**config.mk**
```make
export PLATFORM = sky130hd
export DESIGN_NAME = c_comment_stripper_flat
export DESIGN_NICKNAME = d
export VERILOG_FILES = /design/src/sv/ccs_pkg.sv /design/src/sv/ccs_in_if.sv /design/src/sv/ccs_out_if.sv /design/src/sv/ccs_emitter.sv /design/src/sv/c_comment_stripper.sv /design/src/flat_wrapper.sv
export SDC_FILE = /design/constraint.sdc
export NUM_CORES = 1
export LEC_CHECK = 0
export ABC_AREA = 1
export BUFFER_PORTS_ARGS = -buffer_cell sky130_fd_sc_hd__buf_2
export CAP_MARGIN = 20
export CELL_PAD_IN_SITES_DETAIL_PLACEMENT = 1
export CELL_PAD_IN_SITES_GLOBAL_PLACEMENT = 1
export CORE_AREA = 2 2 123 77
export CTS_CLUSTER_DIAMETER = 120
export DETAILED_ROUTE_END_ITERATION = 12
export DIE_AREA = 0 0 125 79
export PLACE_DENSITY_LB_ADDON = 0.1
export SYNTH_ARGS = -nofsm -noshare
export SYNTH_HDL_FRONTEND = slang
export SYNTH_SLANG_ARGS = --single-unit
```
**constraint.sdc**
```tcl
create_clock -name clk -period 3.2 [get_ports clk]
set_clock_uncertainty 0.05 [all_clocks]
set_input_delay 0.32 -clock clk [delete_from_list [all_inputs] [get_ports clk]]
set_output_delay 0.32 -clock clk [all_outputs]
set_load 0.02 [all_outputs]
```
**src/sv/ccs_pkg.sv**
```systemverilog
`default_nettype none

package ccs_pkg;

  localparam logic [3:0] MAX_SPLICES = 4'd15;

  localparam logic [7:0] CH_BS    = 8'h5C;
  localparam logic [7:0] CH_NL    = 8'h0A;
  localparam logic [7:0] CH_SLASH = 8'h2F;
  localparam logic [7:0] CH_STAR  = 8'h2A;
  localparam logic [7:0] CH_SQ    = 8'h27;
  localparam logic [7:0] CH_DQ    = 8'h22;
  localparam logic [7:0] CH_SP    = 8'h20;

  localparam logic [1:0] ERR_NONE     = 2'd0;
  localparam logic [1:0] ERR_COMMENT  = 2'd1;
  localparam logic [1:0] ERR_LITERAL  = 2'd2;
  localparam logic [1:0] ERR_OVERFLOW = 2'd3;

  localparam logic [1:0] TERM_SLOT = 2'd3;

  typedef enum logic [1:0] {
    MODE_CODE,
    MODE_LINE,
    MODE_BLOCK,
    MODE_LIT
  } mode_t;

  typedef struct packed {
    logic       bs_held;
    logic [3:0] pending;
    logic       slash_held;
    logic [3:0] slash_spl;
    mode_t      mode;
    logic       star;
    logic       dq;
    logic       esc;
    logic       halted;
  } st_t;

  // n restored splices, then optionally one character
  typedef struct packed {
    logic       vld;
    logic [3:0] spl;
    logic       has_ch;
    logic [7:0] ch;
  } seg_t;

  typedef struct packed {
    seg_t [2:0] seg;
    logic       term;
    logic [1:0] err;
  } res_list_t;

  typedef struct packed {
    st_t        s;
    seg_t       a;
    seg_t       b;
    logic [1:0] err;
  } lc_t;

  typedef struct packed {
    st_t       s;
    res_list_t list;
  } step_t;

  function automatic seg_t mk_seg(logic [3:0] n, logic has_ch, logic [7:0] ch);
    seg_t r;
    r.vld    = (n != 4'd0) || has_ch;
    r.spl    = n;
    r.has_ch = has_ch;
    r.ch     = ch;
    return r;
  endfunction

  function automatic lc_t lchar(st_t s, logic [7:0] c, logic [3:0] n);
    lc_t        r;
    logic       go;
    logic [7:0] q;
    r     = '0;
    r.s   = s;
    r.err = ERR_NONE;
    go    = 1'b1;
    q     = s.dq ? CH_DQ : CH_SQ;
    case (s.mode)
      MODE_CODE: begin
        if (s.slash_held) begin
          r.s.slash_held = 1'b0;
          if (c == CH_SLASH) begin
            r.s.mode = MODE_LINE;
            go = 1'b0;
          end else if (c == CH_STAR) begin
            r.s.mode = MODE_BLOCK;
            r.s.star = 1'b0;
            go = 1'b0;
          end else begin
            r.a = mk_seg(s.slash_spl, 1'b1, CH_SLASH);
            r.s.slash_spl = 4'd0;
          end
        end
        if (go) begin
          if (c == CH_SLASH) begin
            r.s.slash_held = 1'b1;
            r.s.slash_spl  = n;
          end else begin
            r.b = mk_seg(n, 1'b1, c);
            if (c == CH_SQ || c == CH_DQ) begin
              r.s.mode = MODE_LIT;
              r.s.dq   = (c == CH_DQ);
              r.s.esc  = 1'b0;
            end
          end
        end
      end
      MODE_LINE: begin
        if (c == CH_NL) begin
          r.b = mk_seg(4'd0, 1'b1, CH_NL);
          r.s.mode = MODE_CODE;
        end
      end
      MODE_BLOCK: begin
        if (s.star && c == CH_SLASH) begin
          r.s.mode = MODE_CODE;
          r.s.star = 1'b0;
          r.b = mk_seg(4'd0, 1'b1, CH_SP);
        end else begin
          r.s.star = (c == CH_STAR);
        end
      end
      default: begin
        if (s.esc) begin
          r.s.esc = 1'b0;
          r.b = mk_seg(n, 1'b1, c);
        end else if (c == CH_BS) begin
          r.s.esc = 1'b1;
          r.b = mk_seg(n, 1'b1, c);
        end else if (c == q) begin
          r.b = mk_seg(n, 1'b1, c);
          r.s.mode = MODE_CODE;
        end else if (c == CH_NL) begin
          r.err = ERR_LITERAL;
        end else begin
          r.b = mk_seg(n, 1'b1, c);
        end
      end
    endcase
    return r;
  endfunction

  function automatic step_t step(st_t s, logic [7:0] c, logic eoi);
    step_t r;
    st_t   t;
    lc_t   l1;
    lc_t   l2;
    logic  go;
    r  = '0;
    t  = s;
    go = 1'b1;
    l1 = '0;
    l2 = '0;
    r.list.err = ERR_NONE;
    if (!s.halted) begin
      if (eoi) begin
        if (t.bs_held) begin
          t.bs_held = 1'b0;
          l1 = lchar(t, CH_BS, t.pending);
          t = l1.s;
          r.list.seg[0] = l1.a;
          r.list.seg[1] = l1.b;
          r.list.err = l1.err;
          t.pending = 4'd0;
        end
        if (r.list.err == ERR_NONE) begin
          case (t.mode)
            MODE_CODE: begin
              if (t.slash_held) begin
                t.slash_held = 1'b0;
                r.list.seg[1] = mk_seg(t.slash_spl, 1'b1, CH_SLASH);
                t.slash_spl = 4'd0;
              end
              r.list.seg[2] = mk_seg(t.pending, 1'b0, 8'd0);
            end
            MODE_LINE:  r.list.seg[2] = mk_seg(t.pending, 1'b0, 8'd0);
            MODE_BLOCK: r.list.err = ERR_COMMENT;
            default:    r.list.err = ERR_LITERAL;
          endcase
        end
        t.pending = 4'd0;
        r.list.term = 1'b1;
        t.halted = 1'b1;
      end else begin
        if (t.bs_held) begin
          t.bs_held = 1'b0;
          if (c == CH_NL) begin
            if (t.pending >= MAX_SPLICES) begin
              r.list.err = ERR_OVERFLOW;
            end else begin
              t.pending = t.pending + 4'd1;
            end
            go = 1'b0;
          end else begin
            l1 = lchar(t, CH_BS, t.pending);
            t = l1.s;
            r.list.seg[0] = l1.a;
            r.list.seg[1] = l1.b;
            r.list.err = l1.err;
            t.pending = 4'd0;
          end
        end
        if (r.list.err == ERR_NONE && go) begin
          if (c == CH_BS) begin
            t.bs_held = 1'b1;
          end else begin
            l2 = lchar(t, c, t.pending);
            t = l2.s;
            t.pending = 4'd0;
            if (l2.a.vld) begin
              r.list.seg[1] = l2.a;
            end
            r.list.seg[2] = l2.b;
            r.list.err = l2.err;
          end
        end
        if (r.list.err != ERR_NONE) begin
          r.list.term = 1'b1;
          t.halted = 1'b1;
        end
      end
    end
    r.s = t;
    return r;
  endfunction

endpackage

`default_nettype wire

```
**src/sv/ccs_in_if.sv**
```systemverilog
`default_nettype none

interface ccs_in_if;
  logic       valid;
  logic       ready;
  logic [7:0] in_char;
  logic       end_of_input;

  modport source (output valid, output in_char, output end_of_input, input ready);
  modport sink (input valid, input in_char, input end_of_input, output ready);
endinterface

`default_nettype wire

```
**src/sv/ccs_out_if.sv**
```systemverilog
`default_nettype none

interface ccs_out_if;
  logic       valid;
  logic       ready;
  logic [7:0] out_char;
  logic       last;
  logic       stream_done;
  logic [1:0] error_code;

  modport source (output valid, output out_char, output last, output stream_done,
                  output error_code, input ready);
  modport sink (input valid, input out_char, input last, input stream_done,
                input error_code, output ready);
endinterface

`default_nettype wire

```
**src/sv/ccs_emitter.sv**
```systemverilog
`default_nettype none

module ccs_emitter (
  input  wire logic              clk,
  input  wire logic              rst,
  input  wire logic              load,
  input  wire ccs_pkg::res_list_t list_in,
  output logic                   free,
  ccs_out_if.source              stripped
);

  typedef struct packed {
    logic       found;
    logic [1:0] idx;
  } slot_t;

  function automatic slot_t find_slot(ccs_pkg::res_list_t l, logic [2:0] from);
    slot_t      r;
    logic [3:0] full;
    r    = '0;
    full = {l.term, l.seg[2].vld, l.seg[1].vld, l.seg[0].vld};
    for (int j = 0; j < 4; j++) begin
      if (!r.found && full[j] && (3'(j) >= from)) begin
        r.found = 1'b1;
        r.idx   = 2'(j);
      end
    end
    return r;
  endfunction

  logic               busy;
  ccs_pkg::res_list_t list;
  logic [1:0]         idx;
  logic [3:0]         cnt;
  logic               ph;

  ccs_pkg::seg_t cur;
  slot_t         first;
  slot_t         nxt;
  logic          is_term;
  logic          in_spl;
  logic          seg_end;
  logic          last_res;
  logic          fire;

  always_comb begin
    first    = find_slot(list_in, 3'd0);
    nxt      = find_slot(list, {1'b0, idx} + 3'd1);
    is_term  = (idx == ccs_pkg::TERM_SLOT);
    cur      = is_term ? '0 : list.seg[idx];
    in_spl   = !is_term && (cnt != cur.spl);
    seg_end  = is_term || !in_spl ||
               (ph && (({1'b0, cnt} + 5'd1) == {1'b0, cur.spl}) && !cur.has_ch);
    last_res = seg_end && !nxt.found;
    fire     = busy && stripped.ready;
    free     = !busy || (stripped.ready && last_res);
  end

  always_comb begin
    stripped.valid       = busy;
    stripped.last        = last_res;
    stripped.stream_done = is_term;
    stripped.error_code  = is_term ? list.err : ccs_pkg::ERR_NONE;
    if (is_term) begin
      stripped.out_char = 8'd0;
    end else if (in_spl) begin
      stripped.out_char = ph ? ccs_pkg::CH_NL : ccs_pkg::CH_BS;
    end else begin
      stripped.out_char = cur.ch;
    end
  end

  always_ff @(posedge clk) begin
    if (rst) begin
      busy <= 1'b0;
      idx  <= 2'd0;
      cnt  <= 4'd0;
      ph   <= 1'b0;
    end else if (load) begin
      busy <= 1'b1;
      idx  <= first.idx;
      cnt  <= 4'd0;
      ph   <= 1'b0;
    end else if (fire) begin
      if (seg_end) begin
        if (last_res) begin
          busy <= 1'b0;
        end else begin
          idx <= nxt.idx;
          cnt <= 4'd0;
          ph  <= 1'b0;
        end
      end else if (ph) begin
        ph  <= 1'b0;
        cnt <= cnt + 4'd1;
      end else begin
        ph <= 1'b1;
      end
    end
  end

  always_ff @(posedge clk) begin
    if (load) begin
      list <= list_in;
    end
  end

`ifndef NO_ASSERTIONS
  a_load_free: assert property (@(posedge clk) disable iff (rst) load |-> free)
    else $error("list loaded while emitter still busy");
  a_done_last: assert property (@(posedge clk) disable iff (rst)
    stripped.valid && stripped.stream_done |-> stripped.last)
    else $error("end marker is not the last result");
  a_hold_busy: assert property (@(posedge clk) disable iff (rst)
    busy && !last_res |=> busy)
    else $error("emitter dropped results");
`endif

endmodule

`default_nettype wire

```
**src/sv/c_comment_stripper.sv**
```systemverilog
`default_nettype none

// Streaming C comment stripper. Each request on raw carries one source byte
// (or an end-of-input flag) and yields zero or more requests on stripped,
// the final one flagged by last. A byte is taken every cycle while it yields
// at most one result and stripped is ready; one yielding k results (restored
// splices, a held slash, up to 63 in all) holds raw off while the output
// sequencer, emitting one result per cycle while stripped is ready, sends the
// rest. The next byte is taken in the cycle the final result is taken. After
// the end marker or an error result, bytes are taken and dropped until reset.
module c_comment_stripper (
  input  wire logic clk,
  input  wire logic rst,
  ccs_in_if.sink    raw,
  ccs_out_if.source stripped
);

  ccs_pkg::st_t   st;
  ccs_pkg::step_t nx;
  logic           accept;
  logic           any_res;
  logic           load;
  logic           free;

  always_comb begin
    nx      = ccs_pkg::step(st, raw.in_char, raw.end_of_input);
    any_res = nx.list.term | nx.list.seg[0].vld | nx.list.seg[1].vld | nx.list.seg[2].vld;
    accept  = raw.valid && raw.ready;
    load    = accept && any_res;
  end

  assign raw.ready = free;

  always_ff @(posedge clk) begin
    if (rst) begin
      st <= '0;
    end else if (accept) begin
      st <= nx.s;
    end
  end

  ccs_emitter u_emit (
    .clk      (clk),
    .rst      (rst),
    .load     (load),
    .list_in  (nx.list),
    .free     (free),
    .stripped (stripped)
  );

`ifndef NO_ASSERTIONS
  a_halt_sticks: assert property (@(posedge clk) disable iff (rst) st.halted |=> st.halted)
    else $error("halted state cleared without reset");
  a_halt_silent: assert property (@(posedge clk) disable iff (rst) st.halted |-> !load)
    else $error("results produced after stream ended");
  a_slash_code: assert property (@(posedge clk) disable iff (rst)
    st.slash_held |-> st.mode == ccs_pkg::MODE_CODE)
    else $error("slash held outside code");
`endif

endmodule

`default_nettype wire

```
**src/flat_wrapper.sv**
```systemverilog
// flat-port wrapper written by rule: the top's interface ports become plain ports
module c_comment_stripper_flat 
  (clk, rst, raw_valid, raw_in_char, raw_end_of_input, raw_ready, stripped_valid, stripped_out_char, stripped_last, stripped_stream_done, stripped_error_code, stripped_ready);
  ccs_in_if raw_i ();
  ccs_out_if stripped_i ();
  input  wire logic clk;
  input  wire logic rst;
  input wire logic [$bits(raw_i.valid)-1:0] raw_valid;
  input wire logic [$bits(raw_i.in_char)-1:0] raw_in_char;
  input wire logic [$bits(raw_i.end_of_input)-1:0] raw_end_of_input;
  output wire logic [$bits(raw_i.ready)-1:0] raw_ready;
  output wire logic [$bits(stripped_i.valid)-1:0] stripped_valid;
  output wire logic [$bits(stripped_i.out_char)-1:0] stripped_out_char;
  output wire logic [$bits(stripped_i.last)-1:0] stripped_last;
  output wire logic [$bits(stripped_i.stream_done)-1:0] stripped_stream_done;
  output wire logic [$bits(stripped_i.error_code)-1:0] stripped_error_code;
  input wire logic [$bits(stripped_i.ready)-1:0] stripped_ready;
  assign raw_i.valid = raw_valid;
  assign raw_i.in_char = raw_in_char;
  assign raw_i.end_of_input = raw_end_of_input;
  assign raw_ready = raw_i.ready;
  assign stripped_valid = stripped_i.valid;
  assign stripped_out_char = stripped_i.out_char;
  assign stripped_last = stripped_i.last;
  assign stripped_stream_done = stripped_i.stream_done;
  assign stripped_error_code = stripped_i.error_code;
  assign stripped_i.ready = stripped_ready;
  c_comment_stripper u_core (.clk(clk), .rst(rst), .raw(raw_i), .stripped(stripped_i));
endmodule
```
==> impl_results.html <==
<table>
<tr><th>Metric</th><th>Value</th></tr>
<tr><th colspan="2">Floorplan</th></tr>
<tr><td>Number of primary I/O pins</td><td>27</td></tr>
<tr><td>Number of rows in the core area</td><td>27</td></tr>
<tr><td>Starting utilization of the core area</td><td>42.5%</td></tr>
<tr><td>Die area</td><td>~0.0099 mm²</td></tr>
<tr><td>Core region area</td><td>0.00885 mm²</td></tr>
<tr><td>Horizontal die dimension</td><td>125 µm</td></tr>
<tr><td>Die H</td><td>79 µm</td></tr>
<tr><th colspan="2">CTS</th></tr>
<tr><td>Clock-pin transition on the worst setup and hold timing paths</td><td>80 ps</td></tr>
<tr><td>Maximum clock path buffer count</td><td>2</td></tr>
<tr><td>Number of buffers inserted by post-CTS setup repair</td><td>0</td></tr>
<tr><td>Clk Tree Root Cell</td><td>clkbuf_16</td></tr>
<tr><td>Clock sink total</td><td>54</td></tr>
<tr><td>Depth of the CTS H-tree</td><td>2</td></tr>
<tr><td>Clock tree from TritonCTS</td><td>done</td></tr>
<tr><td>Latest clock arrival within the worst-skew pair</td><td>310 ps</td></tr>
<tr><td># hold bufs at CTS</td><td>0</td></tr>
<tr><td>Inserted Clock Buffers</td><td>5</td></tr>
<tr><td>Number of gates resized after cts</td><td>0</td></tr>
<tr><th colspan="2">Layout</th></tr>
<tr><td>Fin nets</td><td>604</td></tr>
<tr><td>Finished Layout Cells</td><td>702</td></tr>
<tr><td>Share of final-layout standard cells stronger than drive strength 1</td><td>11.9%</td></tr>
<tr><td>Signed area change from the synthesized netlist to the final layout</td><td>11.2%</td></tr>
<tr><td>Number of inserted diodes</td><td>0</td></tr>
<tr><th colspan="2">Synthesis</th></tr>
<tr><td>Post-synthesis instance area</td><td>0.00376 mm²</td></tr>
<tr><td>Post-synthesis sequential element count</td><td>54</td></tr>
<tr><td>Leading area contributor after synthesis</td><td>edfxtp_1</td></tr>
<tr><td>Main flop type after synthesis</td><td>edfxtp_1</td></tr>
<tr><td>Library cell with the highest instance count after synthesis</td><td>nand2_1</td></tr>
<tr><td>Synthesized netlist cell count</td><td>~560</td></tr>
<tr><td>Area contributors post-synth</td><td>edfxtp_1 24%, nand2_1 15%, dfxtp_1 13%</td></tr>
<tr><td>Leading cell types by count after synthesis</td><td>154 x nand2_1, 91 x inv_1, 49 x nand3_1</td></tr>
<tr><td>Number of flops mapped to enable cells by yosys</td><td>30</td></tr>
<tr><td>Yosys warning count</td><td>0</td></tr>
<tr><td>Share of async-settable or async-resettable flops after synthesis</td><td>0%</td></tr>
<tr><td>Part of the Yosys area used for sequential elements</td><td>36.7%</td></tr>
<tr><td>Number of distinct library cells after synthesis</td><td>39</td></tr>
<tr><td>Synth Net Count</td><td>between 500 and 600</td></tr>
<tr><td>Avg Synthesized Cell Area</td><td>between 6 and 7 µm²</td></tr>
<tr><td>Area share of the leading cell type in the synthesized netlist</td><td>approximately a quarter</td></tr>
<tr><th colspan="2">GRT</th></tr>
<tr><td>Remaining Overflow, GRT</td><td>0</td></tr>
<tr><td>Number of global-route vias before repair</td><td>3,865</td></tr>
<tr><td>Global-route wire length before repair</td><td>between 20,000 and 25,000 µm</td></tr>
<tr><td>Largest net degree at the start of global routing</td><td>31</td></tr>
<tr><td>Total global routing track utilization</td><td>27.5%</td></tr>
<tr><td>Antenna violations before repair</td><td>0</td></tr>
<tr><th colspan="2">Placed design</th></tr>
<tr><td>Final GP Congestion</td><td>0.907</td></tr>
<tr><td>HPWL after detailed placement</td><td>10,600 µm</td></tr>
<tr><td>Pre-CTS setup slack</td><td>413 ps</td></tr>
<tr><td>Number of port buffers</td><td>26</td></tr>
<tr><td>DP Cell Count</td><td>between 600 and 700</td></tr>
<tr><th colspan="2">Worst setup path</th></tr>
<tr><td>Startpoint of the most critical setup path</td><td>u_core.u_emit.idx[0]</td></tr>
<tr><td>Sort of element at the start of the critical path</td><td>flip-flop</td></tr>
<tr><td>Register-to-register setup slack</td><td>420 ps</td></tr>
<tr><td>Arrival time at the worst endpoint</td><td>between 2000 and 3000 ps</td></tr>
<tr><td>Depth of the worst register-to-register path</td><td>13</td></tr>
<tr><td>Crit path capture type</td><td>output port</td></tr>
<tr><td>Highest net fanout along the worst path</td><td>13</td></tr>
<tr><td>Capturing instance or port of the critical path</td><td>stripped_out_char[1]</td></tr>
<tr><td>Required time at the endpoint of the critical path</td><td>2830 ps</td></tr>
<tr><td>Launch instance of the worst register-to-register path</td><td>u_core.st[4]</td></tr>
<tr><td>Reg2reg end</td><td>u_core.u_emit.list[36]</td></tr>
<tr><td>Worst setup path class</td><td>reg -&gt; out</td></tr>
<tr><th colspan="2">Detailed routing</th></tr>
<tr><td>ANT nets after route</td><td>0</td></tr>
<tr><td>Number of remaining DRC errors</td><td>0</td></tr>
<tr><td>Total via count after detailed routing</td><td>3,866</td></tr>
<tr><td>DR WL/cell</td><td>18.6 µm</td></tr>
<tr><td>Number of iterations in the first detailed-routing pass</td><td>4</td></tr>
<tr><td>Ratio of routed vias to standard cells</td><td>around 5.5</td></tr>
<tr><td>1st-iter DRT viols</td><td>around 330</td></tr>
<tr><td>Routed Wire Length</td><td>13,100 µm</td></tr>
<tr><th colspan="2">Power and ir drop</th></tr>
<tr><td>Total design power</td><td>1.93 mW</td></tr>
<tr><td>Worst IR drop on VDD</td><td>0.210 mV</td></tr>
<tr><td>LEAKAGE</td><td>1.92 nW</td></tr>
<tr><td>Cell area power density</td><td>462 mW/mm²</td></tr>
<tr><th colspan="2">Timing</th></tr>
<tr><td>Max Clock Freq</td><td>342 MHz</td></tr>
<tr><td>RSZ-0062 raised after global routing</td><td>no</td></tr>
<tr><td>Setup TNS</td><td>0 ps</td></tr>
<tr><td>Smallest setup slack after layout</td><td>274 ps</td></tr>
<tr><td>Worst Max-Slew Pin Slew</td><td>478 ps</td></tr>
<tr><td>Shortest clock period the worst path allows after layout</td><td>2930 ps</td></tr>
<tr><td>Max Slew Vio Count</td><td>0</td></tr>
<tr><td>Post-route fraction of the period consumed by the critical path</td><td>91.4%</td></tr>
<tr><td>Final number of setup-violating endpoints</td><td>0</td></tr>
<tr><td>Number of endpoints with negative hold slack in the final report</td><td>0</td></tr>
<tr><td>Tightest slew margin relative to the limit</td><td>68.0%</td></tr>
<tr><th colspan="2">Worst hold path</th></tr>
<tr><td>HP Class</td><td>in -&gt; reg</td></tr>
<tr><th colspan="2">Outcome</th></tr>
<tr><td>Status</td><td>finished clean</td></tr>
<tr><th colspan="2">Flow run</th></tr>
<tr><td>Max-cap violations</td><td>0</td></tr>
</table>
where the power goes:
part / internal, mW / switching, mW
Clock: 0.296 / 0.290
Combinational: 0.143 / 0.372
Sequential: 0.793 / 0.0390
through the flow:
step	area, µm²	hold slack [ps]	utilization (%)
after global routing	4190	360	47.3
after global placement	4040	416	45.6
after CTS	4190	330	47.3
after detailed placement	4040	428	45.6
final	4190	333	47.3
after floorplan	3760	399	-
cell families (layout without fill, tap and decap cells):
group / count (synthesis) / after routing / synth area share (%)
xor+xnor: 2 / 2 / 0.466
simple gates: 298 / 298 / 36.1
compound gates: 92 / 92 / 13.7
buf+inv: 104 / 134 / 11.0
flops: 54 / 54 / 36.7
fa+ha+maj: 6 / 6 / 1.99
layout make-up:
cell class / instances / area, µm²
multi-input cells: 398 / 1970
flip-flops and latches: 54 / 1380
inverters: 94 / 353
clock inverters: 3 / 25.0
fillers: 1184 / 4660
well taps: 116 / 145
repair buffers: 32 / 188
clock buffers: 5 / 125
metal layers:
layer	global-route usage (%)	share of wire, %	vias up
li1	-	-	1873
met1	42.9	54	1875
met2	40.6	39	113
met3	4.45	6.3	5
met4	4.00	0.47	0
met5	0	0	-
how the worst min path moves through the flow:
stage              startpoint                     end  slack, ps  depth (start not counted)
2_1_floorplan    u_core.st[2]            u_core.st[2]        400                          2
3_3_place_gp     u_core.st[2]            u_core.st[2]        420                          2
3_5_place_dp     u_core.st[2]            u_core.st[2]        430                          2
4_1_cts        raw_in_char[1]  u_core.u_emit.list[32]        330                          3
5_1_grt        raw_in_char[1]  u_core.u_emit.list[32]        360                          3
6_report       raw_in_char[1]  u_core.u_emit.list[32]        330                          3
registers in the layout, indices dropped and copies added, names as in the netlist:
signal and count:
u_core.u_emit.list 30, u_core.st 16, u_core.u_emit.cnt 4, u_core.u_emit.idx 2
u_core.u_emit.ph 1, u_core.u_emit.stripped.valid 1
placed cells by master, fill, tap and decap left out, types with 12 or more instances in the layout:
master	synthesis	layout
nand3_1	49	49
buf_2	4	26
o21ai_0	28	28
inv_1	91	91
nand4_1	12	12
nand2_1	154	154
edfxtp_1	30	30
dfxtp_1	24	23
nor2_1	46	46
nor3_1	12	12
a21oi_1	47	47
worst max-delay path, stage by stage, from the launching register on:
cell	delay, ps
dfxtp_2	410
inv_2	210
nand2_1	80
nand3_1	130
nand2_1	110
nand2_1	80
nand2_1	80
nand2_2	90
nor2_4	50
nor2_4	170
inv_1	110
nor2_1	290
inv_1	160
nand2_1	110
inv_1	40
buf_2	150
Note: power is estimated with default switching activity, not from simulation.
